$ cat config.mk
export PLATFORM = sky130hd
export DESIGN_NAME = auto_hide_fade_controller
export DESIGN_NICKNAME = d
export VERILOG_FILES = /design/src/rtl/ahfc_pkg.sv /design/src/rtl/ahfc_ctrl.sv /design/src/rtl/ahfc_dp.sv /design/src/rtl/auto_hide_fade_controller.sv
export SDC_FILE = /design/constraint.sdc
export NUM_CORES = 1
export LEC_CHECK = 0
export BUFFER_PORTS_ARGS = -buffer_cell sky130_fd_sc_hd__buf_2
export CAP_MARGIN = 0
export CELL_PAD_IN_SITES_DETAIL_PLACEMENT = 1
export CELL_PAD_IN_SITES_GLOBAL_PLACEMENT = 2
export CORE_UTILIZATION = 40
export CTS_CLUSTER_SIZE = 20
export DETAILED_ROUTE_END_ITERATION = 8
export PLACE_DENSITY = 0.89
export SLEW_MARGIN = 40
export SYNTH_ARGS = -nofsm -noshare
export SYNTH_HDL_FRONTEND = slang
export SYNTH_SLANG_ARGS = --single-unit
export TNS_END_PERCENT = 100
$ cat constraint.sdc
create_clock -name clk -period 8 [get_ports clk]
set_input_delay 1.6 -clock clk [delete_from_list [all_inputs] [get_ports clk]]
set_output_delay 1.6 -clock clk [all_outputs]
set_load 0.1 [all_outputs]
$ cat src/rtl/ahfc_pkg.sv
package ahfc_pkg;

  // Event codes of one input item
  typedef enum logic [3:0] {
    ACT_TICK      = 4'd0,
    ACT_TYPED     = 4'd1,
    ACT_POINTER   = 4'd2,
    ACT_AUTOHIDE  = 4'd3,
    ACT_PIN       = 4'd4,
    ACT_INTERACT  = 4'd5,
    ACT_REVEAL    = 4'd6,
    ACT_HIDE_NOW  = 4'd7,
    ACT_DITHER    = 4'd8
  } action_t;

  // Configuration register indexes
  typedef enum logic [1:0] {
    CFG_HIDE_DELAY  = 2'd0,
    CFG_REVEAL_FADE = 2'd1,
    CFG_HIDE_FADE   = 2'd2,
    CFG_EDGE_ZONE   = 2'd3
  } cfg_reg_t;

  // Controller states
  typedef enum logic [1:0] {
    ST_IDLE,
    ST_EVAL,
    ST_COMMIT
  } ctrl_state_t;

  // Commands from the controller to the datapath
  typedef struct packed {
    logic load;    // capture the input fields
    logic eval;    // register fade distance, period product and edge band
    logic commit;  // update state and load the result register
  } ctrl_cmd_t;

  // Reset values of the configuration registers
  localparam logic [15:0] HIDE_DELAY_RST  = 16'd1500;
  localparam logic [15:0] REVEAL_FADE_RST = 16'd120;
  localparam logic [15:0] HIDE_FADE_RST   = 16'd400;
  localparam logic [7:0]  EDGE_ZONE_RST   = 8'd8;

  // ceil(2^17 / 3): x / 3 == (x * RECIP3) >> 17 for every 16-bit x
  localparam logic [15:0] RECIP3       = 16'd43691;
  localparam int          RECIP3_SHIFT = 17;

  // Dither threshold scale per uncovered step
  localparam int BAYER_SCALE = 4;

  // 4x4 ordered-dither thresholds, indexed [row][column]
  localparam logic [3:0] BAYER_TABLE [4][4] = '{
    '{4'd0,  4'd8,  4'd2,  4'd10},
    '{4'd12, 4'd4,  4'd14, 4'd6 },
    '{4'd3,  4'd11, 4'd1,  4'd9 },
    '{4'd15, 4'd7,  4'd13, 4'd5 }
  };

endpackage

$ cat src/rtl/ahfc_ctrl.sv
module ahfc_ctrl
  import ahfc_pkg::*;
(
  input  logic      clk,
  input  logic      rst,
  input  logic      in_valid,
  output logic      in_stall,
  output logic      out_valid,
  input  logic      out_stall,
  output ctrl_cmd_t cmd
);

  ctrl_state_t state;
  ctrl_state_t state_next;
  logic        out_valid_next;

  // State and result-valid registers
  always_ff @(posedge clk) begin
    if (rst) begin
      state     <= ST_IDLE;
      out_valid <= 1'b0;
    end else begin
      state     <= state_next;
      out_valid <= out_valid_next;
    end
  end

  // Sequence one item: capture, evaluate, commit when the result slot frees
  always_comb begin
    state_next = state;
    cmd        = '0;
    in_stall   = 1'b1;
    unique case (state)
      ST_IDLE: begin
        in_stall = 1'b0;
        if (in_valid) begin
          cmd.load   = 1'b1;
          state_next = ST_EVAL;
        end
      end
      ST_EVAL: begin
        cmd.eval   = 1'b1;
        state_next = ST_COMMIT;
      end
      ST_COMMIT: begin
        if (!out_valid || !out_stall) begin
          cmd.commit = 1'b1;
          state_next = ST_IDLE;
        end
      end
      default: state_next = ST_IDLE;
    endcase
  end

  // Hold the result until its transfer
  assign out_valid_next = cmd.commit | (out_valid & out_stall);

endmodule

$ cat src/rtl/ahfc_dp.sv
module ahfc_dp
  import ahfc_pkg::*;
#(
  parameter int STEP_LEVELS = 4
) (
  input  logic               clk,
  input  logic               rst,
  input  ctrl_cmd_t          cmd,
  input  logic               cfg_valid,
  input  logic [1:0]         cfg_index,
  input  logic [15:0]        cfg_data,
  input  logic [3:0]         action,
  input  logic signed [15:0] pos_y,
  input  logic [15:0]        pos_x,
  input  logic [14:0]        area_height,
  input  logic [7:0]         pixel_pitch,
  input  logic               flag_value,
  input  logic signed [4:0]  dither_step,
  output logic [2:0]         overlay_step,
  output logic               step_changed,
  output logic               covered,
  output logic               hide_delay_active,
  output logic               fade_active
);

  localparam logic [2:0] LEVEL_TOP = 3'(STEP_LEVELS);

  // Configuration registers
  logic [15:0] hide_delay_ms;
  logic [15:0] reveal_fade_ms;
  logic [15:0] hide_fade_ms;
  logic [7:0]  edge_zone_pixels;

  // Captured input item
  action_t            act_q;
  logic signed [15:0] pos_y_q;
  logic [1:0]         pos_x_q;
  logic [14:0]        height_q;
  logic [7:0]         pitch_q;
  logic               flag_q;
  logic signed [4:0]  dstep_q;

  // Controller state
  logic [2:0]  level, level_next;
  logic [2:0]  fade_goal, fade_goal_next;
  logic [15:0] delay_count, delay_count_next;
  logic        delay_running, delay_running_next;
  logic [15:0] fade_period, fade_period_next;
  logic [15:0] fade_count, fade_count_next;
  logic        fade_running, fade_running_next;
  logic        auto_hide_on, auto_hide_on_next;
  logic        pinned_flag, pinned_flag_next;
  logic        interacting, interacting_next;
  logic        in_edge_band, in_edge_band_next;
  logic        typed_once, typed_once_next;

  // Evaluate-stage registers
  logic [2:0]  dist_q;
  logic [15:0] total_q;
  logic [31:0] prod_q;
  logic [15:0] edge_q;

  // Evaluate-stage logic
  logic        fade_due;
  logic        fade_fire;
  logic [2:0]  level_after;
  logic        is_tick;
  logic [2:0]  lvl_base;
  logic [2:0]  goal_sel;
  logic [2:0]  step_dist;
  logic [15:0] total_sel;
  logic [7:0]  pitch_eff;

  // Commit-stage logic
  logic        delay_due;
  logic [15:0] per_div;
  logic [15:0] per_val;
  logic signed [17:0] y_ext, h_ext, e_ext;
  logic        in_band;
  logic [2:0]  dstep_clamp;
  logic [4:0]  cov_limit;
  logic        hide_ok;
  logic        changed;
  logic        covered_next;
  logic        restart;
  logic        start_req;
  logic [2:0]  start_goal;

  // Configuration writes
  always_ff @(posedge clk) begin
    if (rst) begin
      hide_delay_ms    <= HIDE_DELAY_RST;
      reveal_fade_ms   <= REVEAL_FADE_RST;
      hide_fade_ms     <= HIDE_FADE_RST;
      edge_zone_pixels <= EDGE_ZONE_RST;
    end else if (cfg_valid) begin
      unique case (cfg_reg_t'(cfg_index))
        CFG_HIDE_DELAY:  hide_delay_ms    <= cfg_data;
        CFG_REVEAL_FADE: reveal_fade_ms   <= cfg_data;
        CFG_HIDE_FADE:   hide_fade_ms     <= cfg_data;
        CFG_EDGE_ZONE:   edge_zone_pixels <= cfg_data[7:0];
        default: ;
      endcase
    end
  end

  // Capture the input item
  always_ff @(posedge clk) begin
    if (cmd.load) begin
      act_q    <= action_t'(action);
      pos_y_q  <= pos_y;
      pos_x_q  <= pos_x[1:0];
      height_q <= area_height;
      pitch_q  <= pixel_pitch;
      flag_q   <= flag_value;
      dstep_q  <= dither_step;
    end
  end

  // Find the level a fade would start from and its distance to the goal
  always_comb begin
    fade_due    = ({1'b0, fade_count} + 17'd1) >= {1'b0, fade_period};
    fade_fire   = fade_running && fade_due && (fade_goal != level);
    level_after = level;
    if (fade_fire) begin
      level_after = (fade_goal > level) ? level + 3'd1 : level - 3'd1;
    end
    is_tick   = (act_q == ACT_TICK);
    lvl_base  = is_tick ? level_after : level;
    goal_sel  = is_tick ? 3'd0 : LEVEL_TOP;
    step_dist = (goal_sel > lvl_base) ? goal_sel - lvl_base : lvl_base - goal_sel;
    total_sel = is_tick ? hide_fade_ms : reveal_fade_ms;
    pitch_eff = (pitch_q == 8'd0) ? 8'd1 : pitch_q;
  end

  // Register the reciprocal product and the edge band height
  always_ff @(posedge clk) begin
    if (cmd.eval) begin
      dist_q  <= step_dist;
      total_q <= total_sel;
      prod_q  <= total_sel * RECIP3;
      edge_q  <= edge_zone_pixels * pitch_eff;
    end
  end

  // Fade period: total time over step distance, at least one tick
  always_comb begin
    case (dist_q)
      3'd1:    per_div = total_q;
      3'd2:    per_div = {1'b0, total_q[15:1]};
      3'd3:    per_div = 16'(prod_q >> RECIP3_SHIFT);
      default: per_div = {2'b00, total_q[15:2]};
    endcase
    per_val = (per_div == 16'd0) ? 16'd1 : per_div;
  end

  // Edge band test and dither threshold
  always_comb begin
    y_ext   = 18'(pos_y_q);
    h_ext   = $signed({3'b000, height_q});
    e_ext   = $signed({2'b00, edge_q});
    in_band = (y_ext >= 18'sd0) && (y_ext < h_ext) &&
              ((y_ext < e_ext) || (y_ext >= h_ext - e_ext));
    if (dstep_q < 5'sd0) begin
      dstep_clamp = 3'd0;
    end else if (dstep_q > $signed({2'b00, LEVEL_TOP})) begin
      dstep_clamp = LEVEL_TOP;
    end else begin
      dstep_clamp = dstep_q[2:0];
    end
    cov_limit = 5'({2'b00, LEVEL_TOP - dstep_clamp} * BAYER_SCALE);
  end

  // Apply one event to the state
  always_comb begin
    level_next         = level;
    fade_goal_next     = fade_goal;
    delay_count_next   = delay_count;
    delay_running_next = delay_running;
    fade_period_next   = fade_period;
    fade_count_next    = fade_count;
    fade_running_next  = fade_running;
    auto_hide_on_next  = auto_hide_on;
    pinned_flag_next   = pinned_flag;
    interacting_next   = interacting;
    in_edge_band_next  = in_edge_band;
    typed_once_next    = typed_once;
    changed            = 1'b0;
    covered_next       = 1'b0;
    restart            = 1'b0;
    start_req          = 1'b0;
    start_goal         = LEVEL_TOP;
    delay_due          = ({1'b0, delay_count} + 17'd1) >= {1'b0, hide_delay_ms};
    hide_ok            = auto_hide_on && !pinned_flag && !interacting && !in_edge_band;

    unique case (act_q)
      ACT_TICK: begin
        // fade counter first, then the hide delay
        if (fade_running) begin
          if (fade_due) begin
            fade_count_next = 16'd0;
            if (level == fade_goal) begin
              fade_running_next = 1'b0;
            end else begin
              level_next = level_after;
              changed    = 1'b1;
              if (level_after == fade_goal) begin
                fade_running_next = 1'b0;
              end
            end
          end else begin
            fade_count_next = fade_count + 16'd1;
          end
        end
        if (delay_running) begin
          if (delay_due) begin
            delay_count_next   = 16'd0;
            delay_running_next = 1'b0;
            if (hide_ok) begin
              start_req  = 1'b1;
              start_goal = 3'd0;
            end
          end else begin
            delay_count_next = delay_count + 16'd1;
          end
        end
      end
      ACT_TYPED: begin
        typed_once_next = 1'b1;
        restart         = 1'b1;
      end
      ACT_POINTER: begin
        if (in_band) begin
          in_edge_band_next = 1'b1;
          start_req         = 1'b1;
        end else if (in_edge_band) begin
          in_edge_band_next = 1'b0;
          restart           = 1'b1;
        end
      end
      ACT_AUTOHIDE: begin
        if (flag_q != auto_hide_on) begin
          auto_hide_on_next = flag_q;
          start_req         = !flag_q;
          restart           = flag_q;
        end
      end
      ACT_PIN: begin
        if (flag_q != pinned_flag) begin
          pinned_flag_next = flag_q;
          start_req        = flag_q;
          restart          = !flag_q;
        end
      end
      ACT_INTERACT: begin
        if (flag_q != interacting) begin
          interacting_next = flag_q;
          start_req        = flag_q;
          restart          = !flag_q;
        end
      end
      ACT_REVEAL: begin
        start_req = 1'b1;
      end
      ACT_HIDE_NOW: begin
        delay_running_next = 1'b0;
        fade_running_next  = 1'b0;
        level_next         = 3'd0;
        changed            = (level != 3'd0);
      end
      ACT_DITHER: begin
        covered_next = {1'b0, BAYER_TABLE[pos_y_q[1:0]][pos_x_q]} < cov_limit;
      end
      default: ;
    endcase

    // Restart the hide delay when nothing holds the overlay up
    if (restart && typed_once_next && auto_hide_on_next && !pinned_flag_next &&
        !interacting_next && !in_edge_band_next) begin
      delay_count_next   = 16'd0;
      delay_running_next = 1'b1;
    end

    // Start a fade; a fade to the current level just stops the fade counter
    if (start_req) begin
      delay_running_next = 1'b0;
      if (start_goal == level_next) begin
        fade_running_next = 1'b0;
      end else begin
        fade_goal_next    = start_goal;
        fade_period_next  = per_val;
        fade_count_next   = 16'd0;
        fade_running_next = 1'b1;
      end
    end
  end

  // State registers
  always_ff @(posedge clk) begin
    if (rst) begin
      level         <= LEVEL_TOP;
      fade_goal     <= LEVEL_TOP;
      delay_count   <= 16'd0;
      delay_running <= 1'b0;
      fade_period   <= 16'd1;
      fade_count    <= 16'd0;
      fade_running  <= 1'b0;
      auto_hide_on  <= 1'b1;
      pinned_flag   <= 1'b0;
      interacting   <= 1'b0;
      in_edge_band  <= 1'b0;
      typed_once    <= 1'b0;
    end else if (cmd.commit) begin
      level         <= level_next;
      fade_goal     <= fade_goal_next;
      delay_count   <= delay_count_next;
      delay_running <= delay_running_next;
      fade_period   <= fade_period_next;
      fade_count    <= fade_count_next;
      fade_running  <= fade_running_next;
      auto_hide_on  <= auto_hide_on_next;
      pinned_flag   <= pinned_flag_next;
      interacting   <= interacting_next;
      in_edge_band  <= in_edge_band_next;
      typed_once    <= typed_once_next;
    end
  end

  // Result register
  always_ff @(posedge clk) begin
    if (cmd.commit) begin
      overlay_step      <= level_next;
      step_changed      <= changed;
      covered           <= covered_next;
      hide_delay_active <= delay_running_next;
      fade_active       <= fade_running_next;
    end
  end

endmodule

$ cat src/rtl/auto_hide_fade_controller.sv
// Overlay auto-hide controller. Each input item is one event (millisecond tick,
// keystroke, pointer row, flag change, reveal, immediate hide or dither query)
// and yields exactly one result: the visibility level (0 hidden up to
// STEP_LEVELS fully visible), whether this item changed it, the dither answer
// and the running state of the hide-delay and fade counters. An item passes
// through capture, one stage that registers the fade-period reciprocal
// product and the edge-band product, then the state update that loads the
// result register. A new item is accepted in the cycle after the update, so
// the block takes no new item before the last one is through; the update
// waits only while the previous result is still stalled at the output.
// Configuration writes are always ready and take effect at once; write them
// only while no item is in flight.
module auto_hide_fade_controller
  import ahfc_pkg::*;
#(
  parameter int STEP_LEVELS = 4
) (
  input  logic               clk,
  input  logic               rst,
  input  logic               in_valid,
  output logic               in_stall,
  input  logic [3:0]         action,
  input  logic signed [15:0] pos_y,
  input  logic [15:0]        pos_x,
  input  logic [14:0]        area_height,
  input  logic [7:0]         pixel_pitch,
  input  logic               flag_value,
  input  logic signed [4:0]  dither_step,
  output logic               out_valid,
  input  logic               out_stall,
  output logic [2:0]         overlay_step,
  output logic               step_changed,
  output logic               covered,
  output logic               hide_delay_active,
  output logic               fade_active,
  input  logic               cfg_valid,
  output logic               cfg_ready,
  input  logic [1:0]         cfg_index,
  input  logic [15:0]        cfg_data
);

  ctrl_cmd_t cmd;

  assign cfg_ready = 1'b1;

  // Sequence items through the datapath
  ahfc_ctrl u_ctrl (
    .clk       (clk),
    .rst       (rst),
    .in_valid  (in_valid),
    .in_stall  (in_stall),
    .out_valid (out_valid),
    .out_stall (out_stall),
    .cmd       (cmd)
  );

  // Counters, flags, fade period and dither logic
  ahfc_dp #(
    .STEP_LEVELS (STEP_LEVELS)
  ) u_dp (
    .clk               (clk),
    .rst               (rst),
    .cmd               (cmd),
    .cfg_valid         (cfg_valid),
    .cfg_index         (cfg_index),
    .cfg_data          (cfg_data),
    .action            (action),
    .pos_y             (pos_y),
    .pos_x             (pos_x),
    .area_height       (area_height),
    .pixel_pitch       (pixel_pitch),
    .flag_value        (flag_value),
    .dither_step       (dither_step),
    .overlay_step      (overlay_step),
    .step_changed      (step_changed),
    .covered           (covered),
    .hide_delay_active (hide_delay_active),
    .fade_active       (fade_active)
  );

endmodule

==> summary.txt, run 1 <==
Fin crit share -> 0.940
Largest net degree at the start of global routing -> 98
GPL Wtd Cong -> 0.897
Syn_nets -> 2,471
Status -> finished with violations
DR pass1 iterations -> 7
Worst IR Drop VDD -> 0.217 mV
Worst R2R Setup Slack -> 0.48 ns
Min-Delay Path Class -> flop to flop
Filler cell count -> 5,311
First-pass GRT wire length -> 82,800 µm
Post-route setup TNS -> 0 ns
Syn. warnings -> 0
EDFF count, synth -> 107
Crit path DAT -> 7.81 ns
Post-DRT Antenna Nets -> 0
CORE AREA -> 46,500 µm²
Hold_buf cts -> 0
Relative slew slack -> 0.435
Final setup skew -> 0.0335 ns
Gr ovfl total -> 0
Leading cell type in the layout, fill and taps excluded -> inv_1
Final Hold Viols -> 0
CP max FO -> 18
Post-route insts no fill -> 2,702
DIE HEIGHT -> 219 µm
WP data required -> 8.29 ns
End of the critical path -> u_dp.prod_q[31]
Worst setup SP type -> flop
Async set-or-reset flop fraction in the synthesized netlist -> 0
Via density per instance -> 5.38
Storage element area -> 5580 µm²
Area added between synthesis and finish -> 10.9%
WS Path Type -> flop to flop
Max cap viols -> 0
Syn avg cell area -> 9.40 µm²
Die X -> 219 µm
Drt drc -> 2
Post-Syn Area -> 18,800 µm²
Buffers from clock root to sink, at most -> 3
Clk root buf -> clkbuf_16
GR Util All Layers -> 0.216
CTS tree -> done
Failing checks -> design-rule violations
Crit path launch -> u_dp.act_q[0]
Vias in the first global route -> 15.8k
Layout cells sized above 1 -> 0.0897
Max-slew violation count -> 0
R2R depth -> 23
Power Density -> 207 nW/µm²
Dominant synthesized flop cell -> dfxtp_1
Post-DP HPWL -> 39,800 µm
#FFs+latches synth -> 225
CTS clk-pin slew, worst paths -> 0.06 ns
Final Cell Area -> 20,900 µm²
Critical Path End Type -> flop
Initial antenna violation count -> 0
Cts bufs inserted -> 28
Setup bufs post-CTS -> 0
Crit path time final -> 7.52 ns
Clk sinks -> 225
Crit Reg-Reg Startpoint -> u_dp.act_q[0]
Most frequent cells in the layout -> inv_1 (307), ha_1 (260), nand2_1 (228)
IO Pins -> 98
Die area -> 47,900 µm²
Post-Syn Instances -> 2,003
Initial Util -> 0.405
Multi-input gate area -> 11,800 µm²
Min-delay src -> u_dp.hide_delay_ms[13]
Cell variety after synth -> 77
Sequential cell area fraction in the yosys report -> 0.296
Cell count after placement -> 2,650
Final setup viols -> 0
Top Layer Used -> met4
Slew @ Worst Pin -> 0.848 ns
Met1 Routed Length -> 23,400 µm
Starting DRT DRC Count -> 638
Leak Pwr -> 9.58 nW
H-tree Lvls -> 1
Worst-Skew Late Latency -> 0.58 ns
Port Buffers -> 81
CTS resizes -> 0
Post-layout util -> 0.449
FP Rows -> 79
Crit Reg-Reg Endpoint -> u_dp.prod_q[31]
Wire length on met3 -> 1450 µm
WHS -> 0.458 ns
Wire length per cell -> 18.7 µm
Antenna diodes -> 0
Nets@finish -> 2,541
Met2 wire length -> 24,300 µm
DP Area -> 19,900 µm²
Final wirelength -> 50,400 µm
FMAX -> 133 MHz
Vias -> 14.5k
RSZ-0062 raised after global routing -> no
==> synth_stat cells, types with 6 or more instances <==
cell	number	area [µm²]
o31ai_1	22	165
nor3_2	11	110
nand2_1	228	856
ha_1	260	3250
a21oi_1	128	641
nor2b_1	32	200
o22ai_1	6	37.5
nor4_1	6	37.5
nor3_1	27	135
edfxtp_1	107	3210
and2_1	31	194
nor2_1	69	259
inv_1	308	1160
nand4_1	16	100
o221ai_1	13	114
or3_1	15	93.8
nand2b_1	13	81.3
o22a_1	13	114
o21ai_0	60	300
nor3b_1	11	82.6
or4_1	15	113
dfxtp_1	118	2360
o211ai_1	23	173
clkbuf_1	47	176
a211oi_1	8	60.1
a21o_1	24	180
nand3_1	45	225
nand3b_1	8	60.1
xnor2_1	49	429
xor2_1	23	201
and3_1	7	43.8
buf_1	8	30.0
fa_1	120	2400
and4_1	9	78.8
o21a_1	13	97.6
mux2i_1	28	280
==> state kept, by name (all words and copies together), names as in the netlist, 16 cells and up <==
name	count
u_dp.hide_delay_ms	16
u_dp.prod_q	16
u_dp.fade_count	16
u_dp.reveal_fade_ms	16
u_dp.delay_count	16
u_dp.pos_y_q	16
u_dp.edge_q	16
u_dp.fade_period	16
u_dp.hide_fade_ms	16
==> report_power, final <==
part	total (W)	internal, W	switching, W
Combinational	0.00162	0.000654	0.000970
Sequential	0.00140	0.00132	0.0000786
Clock	0.00129	0.000773	0.000518
==> layer usage <==
layer  vias up  GRT usage
met4         0     0.0618
li1       7023          -
met5         -          0
met2       203      0.377
met3        78     0.0208
met1      7223      0.283
==> area by class of cell <==
class / instances / area share
Multi-Input combinational cell: 1406 / 0.568
Sequential cell: 225 / 0.267
Inverter: 308 / 0.0554
Clock buffer: 38 / 0.0389
Tap cell: 607 / 0.0364
Timing Repair Buffer: 104 / 0.0280
Clock inverter: 14 / 0.00642
==> critical path: stages, from the launching register on <==
cell and delay [ns]:
edfxtp_1 0.61, nor4_4 0.33, buf_4 0.35, mux2i_1 0.40, inv_1 0.24, ha_1 0.31
ha_1 0.30, inv_1 0.05, fa_1 0.51, inv_1 0.07, fa_1 0.55, inv_1 0.06
fa_1 0.54, inv_1 0.06, fa_1 0.49, ha_1 0.36, and3_1 0.17, a21oi_1 0.08
a41oi_2 0.24, a41oi_2 0.30, o311a_1 0.48, nor3_2 0.29, nor3_1 0.09, or3_1 0.35
==> logic make-up (layout without fill, tap and decap cells) <==
family | after synthesis | count (layout) | synth area share
fa+ha+maj | 380 | 380 | 0.301
flops | 225 | 225 | 0.296
compound gates | 365 | 365 | 0.128
buf+inv | 372 | 464 | 0.0759
other cells | 1 | 1 | 0.000199
mux | 32 | 32 | 0.0174
simple gates | 556 | 556 | 0.148
xor+xnor | 72 | 72 | 0.0335
==> through the flow <==
stage	power (W)	setup slack, ns
2_1_floorplan	0.00256	1.01
3_3_place_gp	0.00296	0.591
3_5_place_dp	0.00303	0.497
4_1_cts	0.00436	0.442
5_1_grt	0.00462	0.0936
6_report	0.00432	0.484
==> worst min-delay path by stage <==
stage | slack (ns) | depth (start not counted) | endpoint
after global placement | 0.44 | 2 | u_dp.reveal_fade_ms[13]
after detailed placement | 0.45 | 2 | u_dp.reveal_fade_ms[10]
after floorplan | 0.44 | 2 | u_dp.reveal_fade_ms[10]
after CTS | 0.46 | 2 | u_dp.hide_delay_ms[9]
final | 0.46 | 2 | u_dp.hide_delay_ms[13]
after global routing | 0.48 | 2 | u_dp.reveal_fade_ms[14]
(Power assumes the default switching activity.)
==> run 2: changes to the inputs <==
Settings changed: CELL_PAD_IN_SITES_DETAIL_PLACEMENT 1 to 2, SYNTH_HIERARCHICAL from default to 1.
==> summary.txt, run 2 <==
H-tree Lvls -> 1
Sequential cell area fraction in the yosys report -> 0.304
Buffers from clock root to sink, at most -> 3
WHS -> 0.474 ns
Status -> finished clean
CP max FO -> 16
Slowest CP cell -> or4_1
Clk sinks -> 225
Drt drc -> 0
Syn_nets -> 2,407
EDFF count, synth -> 107
CP peak stage delay -> 0.64 ns
Most frequent cells in the layout -> inv_1 (306), ha_1 (259), nand2_1 (224)
DR pass1 iterations -> 5
Crit Reg-Reg Startpoint -> u_dp/act_q[3]
Leak Pwr -> 9.72 nW
Initial Util -> 0.405
Syn. warnings -> 6
FP Rows -> 78
Via density per instance -> 5.74
Vias in the first global route -> 17.8k
Post-DRT Antenna Nets -> 0
Relative slew slack -> 0.372
Wire length per cell -> 25.9 µm
Port Buffers -> 81
Comb power frac -> 0.367
Post-DP HPWL -> 50,300 µm
CTS tree -> done
Max-slew violation count -> 0
Power Density -> 198 nW/µm²
Area contributors post-synth -> ha_1 (18%), edfxtp_1 (18%), fa_1 (13%)
DIE HEIGHT -> 216 µm
Crit path DAT -> 8.23 ns
Post-Syn Area -> 18,400 µm²
Worst-Skew Late Latency -> 0.58 ns
Yosys top cell area share -> 0.177
Clk network pwr share -> 0.300
GPL Wtd Cong -> 0.892
Max cap viols -> 0
Critical path's most frequent cell -> inv_1
Cts bufs inserted -> 28
Layout cells sized above 1 -> 0.0974
Leading cell type in the layout, fill and taps excluded -> inv_1
Place WS -> -0.301 ns
IO Pins -> 98
First-pass GRT wire length -> 106,000 µm
Critical Path End Type -> flop
Area added between synthesis and finish -> 11.6%
Switching share of power -> 0.366
P_sw -> 0.00149 W
Fin crit share -> 0.991
CTS clk-pin slew, worst paths -> 0.06 ns
Final wirelength -> 68,500 µm
Die area -> 46,800 µm²
Async set-or-reset flop fraction in the synthesized netlist -> 0
WS Path Type -> flop to flop
Cell Int Power -> 0.00258 W
Largest net degree at the start of global routing -> 80
Hold_buf cts -> 0
Setup ws final -> 0.0717 ns
Synth area leader -> ha_1
Gr ovfl total -> 0
Post-Syn Instances -> 1,939
CORE AREA -> 45,300 µm²
Crit path launch -> u_dp/act_q[3]
Most frequent cells after synthesis -> inv_1 (310), ha_1 (260), nand2_1 (224)
Top-count cell post-synth -> inv_1
Dominant synthesized flop cell -> dfxtp_1
Final setup viols -> 0
Final setup skew -> 0.0288 ns
Final Hold Viols -> 0
Min-Delay Path Class -> flop to flop
Min-delay src -> u_dp/fade_count[15]
Worst IR Drop VDD -> 0.168 mV
Worst setup SP type -> flop
Nets@finish -> 2,489
Initial antenna violation count -> 1
Die X -> 216 µm
Starting DRT DRC Count -> 883
GR Util All Layers -> 0.295
Slew @ Worst Pin -> 0.943 ns
Crit path time final -> 7.93 ns
Syn avg cell area -> 9.47 µm²
Clk root buf -> clkbuf_16
FMAX -> 126 MHz
WP data required -> 8.30 ns
Cell variety after synth -> 83
Vias -> 15.2k
#FFs+latches synth -> 225
Worst R2R Setup Slack -> 0.07 ns
Reg power frac -> 0.333
run 2: changes by cell type after synthesis, sizes merged, moves of 13 or more:
cell	delta
a21oi	-32
a221oi	+20
mux2i	+19
nor3	-13
nor4	+13
o21ai	-13
o31ai	-18
run 2: cells by family after synthesis:
kind of cell / after synthesis / share of synthesized area
other cells: 1 / 0.000204
xor+xnor: 62 / 0.0300
simple gates: 546 / 0.143
fa+ha+maj: 380 / 0.308
buf+inv: 370 / 0.0770
mux: 49 / 0.0275
flops: 225 / 0.304
compound gates: 306 / 0.111
run 2: path summary, 6_finish.rpt:
| path | endpoint | cells after the start |
|---|---|---|
| max | u_dp/prod_q[25] | 26 |
| max reg2reg | u_dp/prod_q[25] | 26 |
| min | u_dp/fade_count[15] | 2 |
| min reg2reg | u_dp/fade_count[15] | 2 |
run 2: cell type report:
| class | instances | area (µm²) |
|---|---|---|
| inverters | 311 | 1170 |
| well taps | 600 | 751 |
| clock buffers | 43 | 808 |
| multi-input cells | 1344 | 11500 |
| fillers | 4825 | 24800 |
| clock inverters | 9 | 41.3 |
| diodes | 1 | 2.50 |
| flip-flops and latches | 225 | 5580 |
| repair buffers | 111 | 634 |
run 2: power groups by stage:
stage	clock (W)	sequential, W	combinational [W]
floorplan	0	0.00135	0.000935
global placement	0	0.00136	0.00122
detailed placement	0	0.00137	0.00141
CTS	0.00125	0.00135	0.00147
global route	0.00128	0.00136	0.00164
finish	0.00122	0.00135	0.00149
run 2: what timing repair did:
item	in CTS	in global routing
gates resized for setup	8	13
hold endpoints to repair	0	0
pin swaps	0	2
setup buffers	0	1
endpoints found under the setup margin	4	5
run 2: critical path, delay by kind of cell (launching register included):
family | cells | cell delay (ns)
AND/OR/NAND/NOR | 3 | 1.22
buffers and inverters | 7 | 0.89
adder cells (fa/ha/maj) | 7 | 2.76
multiplexers | 1 | 0.50
XOR/XNOR | 1 | 0.10
flip-flops | 1 | 0.46
AO/OA/AOI/OAI | 7 | 1.70
run 2: per-stage QoR:
stage / TNS [ns] / util / cells / power, W / instance area, µm²
after floorplan: 0 / - / 1939 / 0.00229 / 18400
after global placement: 0 / 0.431 / 2590 / 0.00259 / 19500
after detailed placement: -0.520 / 0.431 / 2590 / 0.00278 / 19500
after CTS: 0 / 0.450 / 2642 / 0.00407 / 20400
after global routing: -0.128 / 0.452 / 2644 / 0.00428 / 20500
final: 0 / 0.452 / 2644 / 0.00406 / 20500
run 2: routing by layer:
layer | GRT usage | part of all wire | wire length [µm] | vias to the layer above
met3 | 0.0375 | 0.035 | 2410 | 208
met4 | 0.155 | 0.059 | 4060 | 0
met5 | 0 | 0 | 0 | -
met2 | 0.543 | 0.51 | 35200 | 449
met1 | 0.329 | 0.39 | 26800 | 7759
li1 | - | - | - | 6749
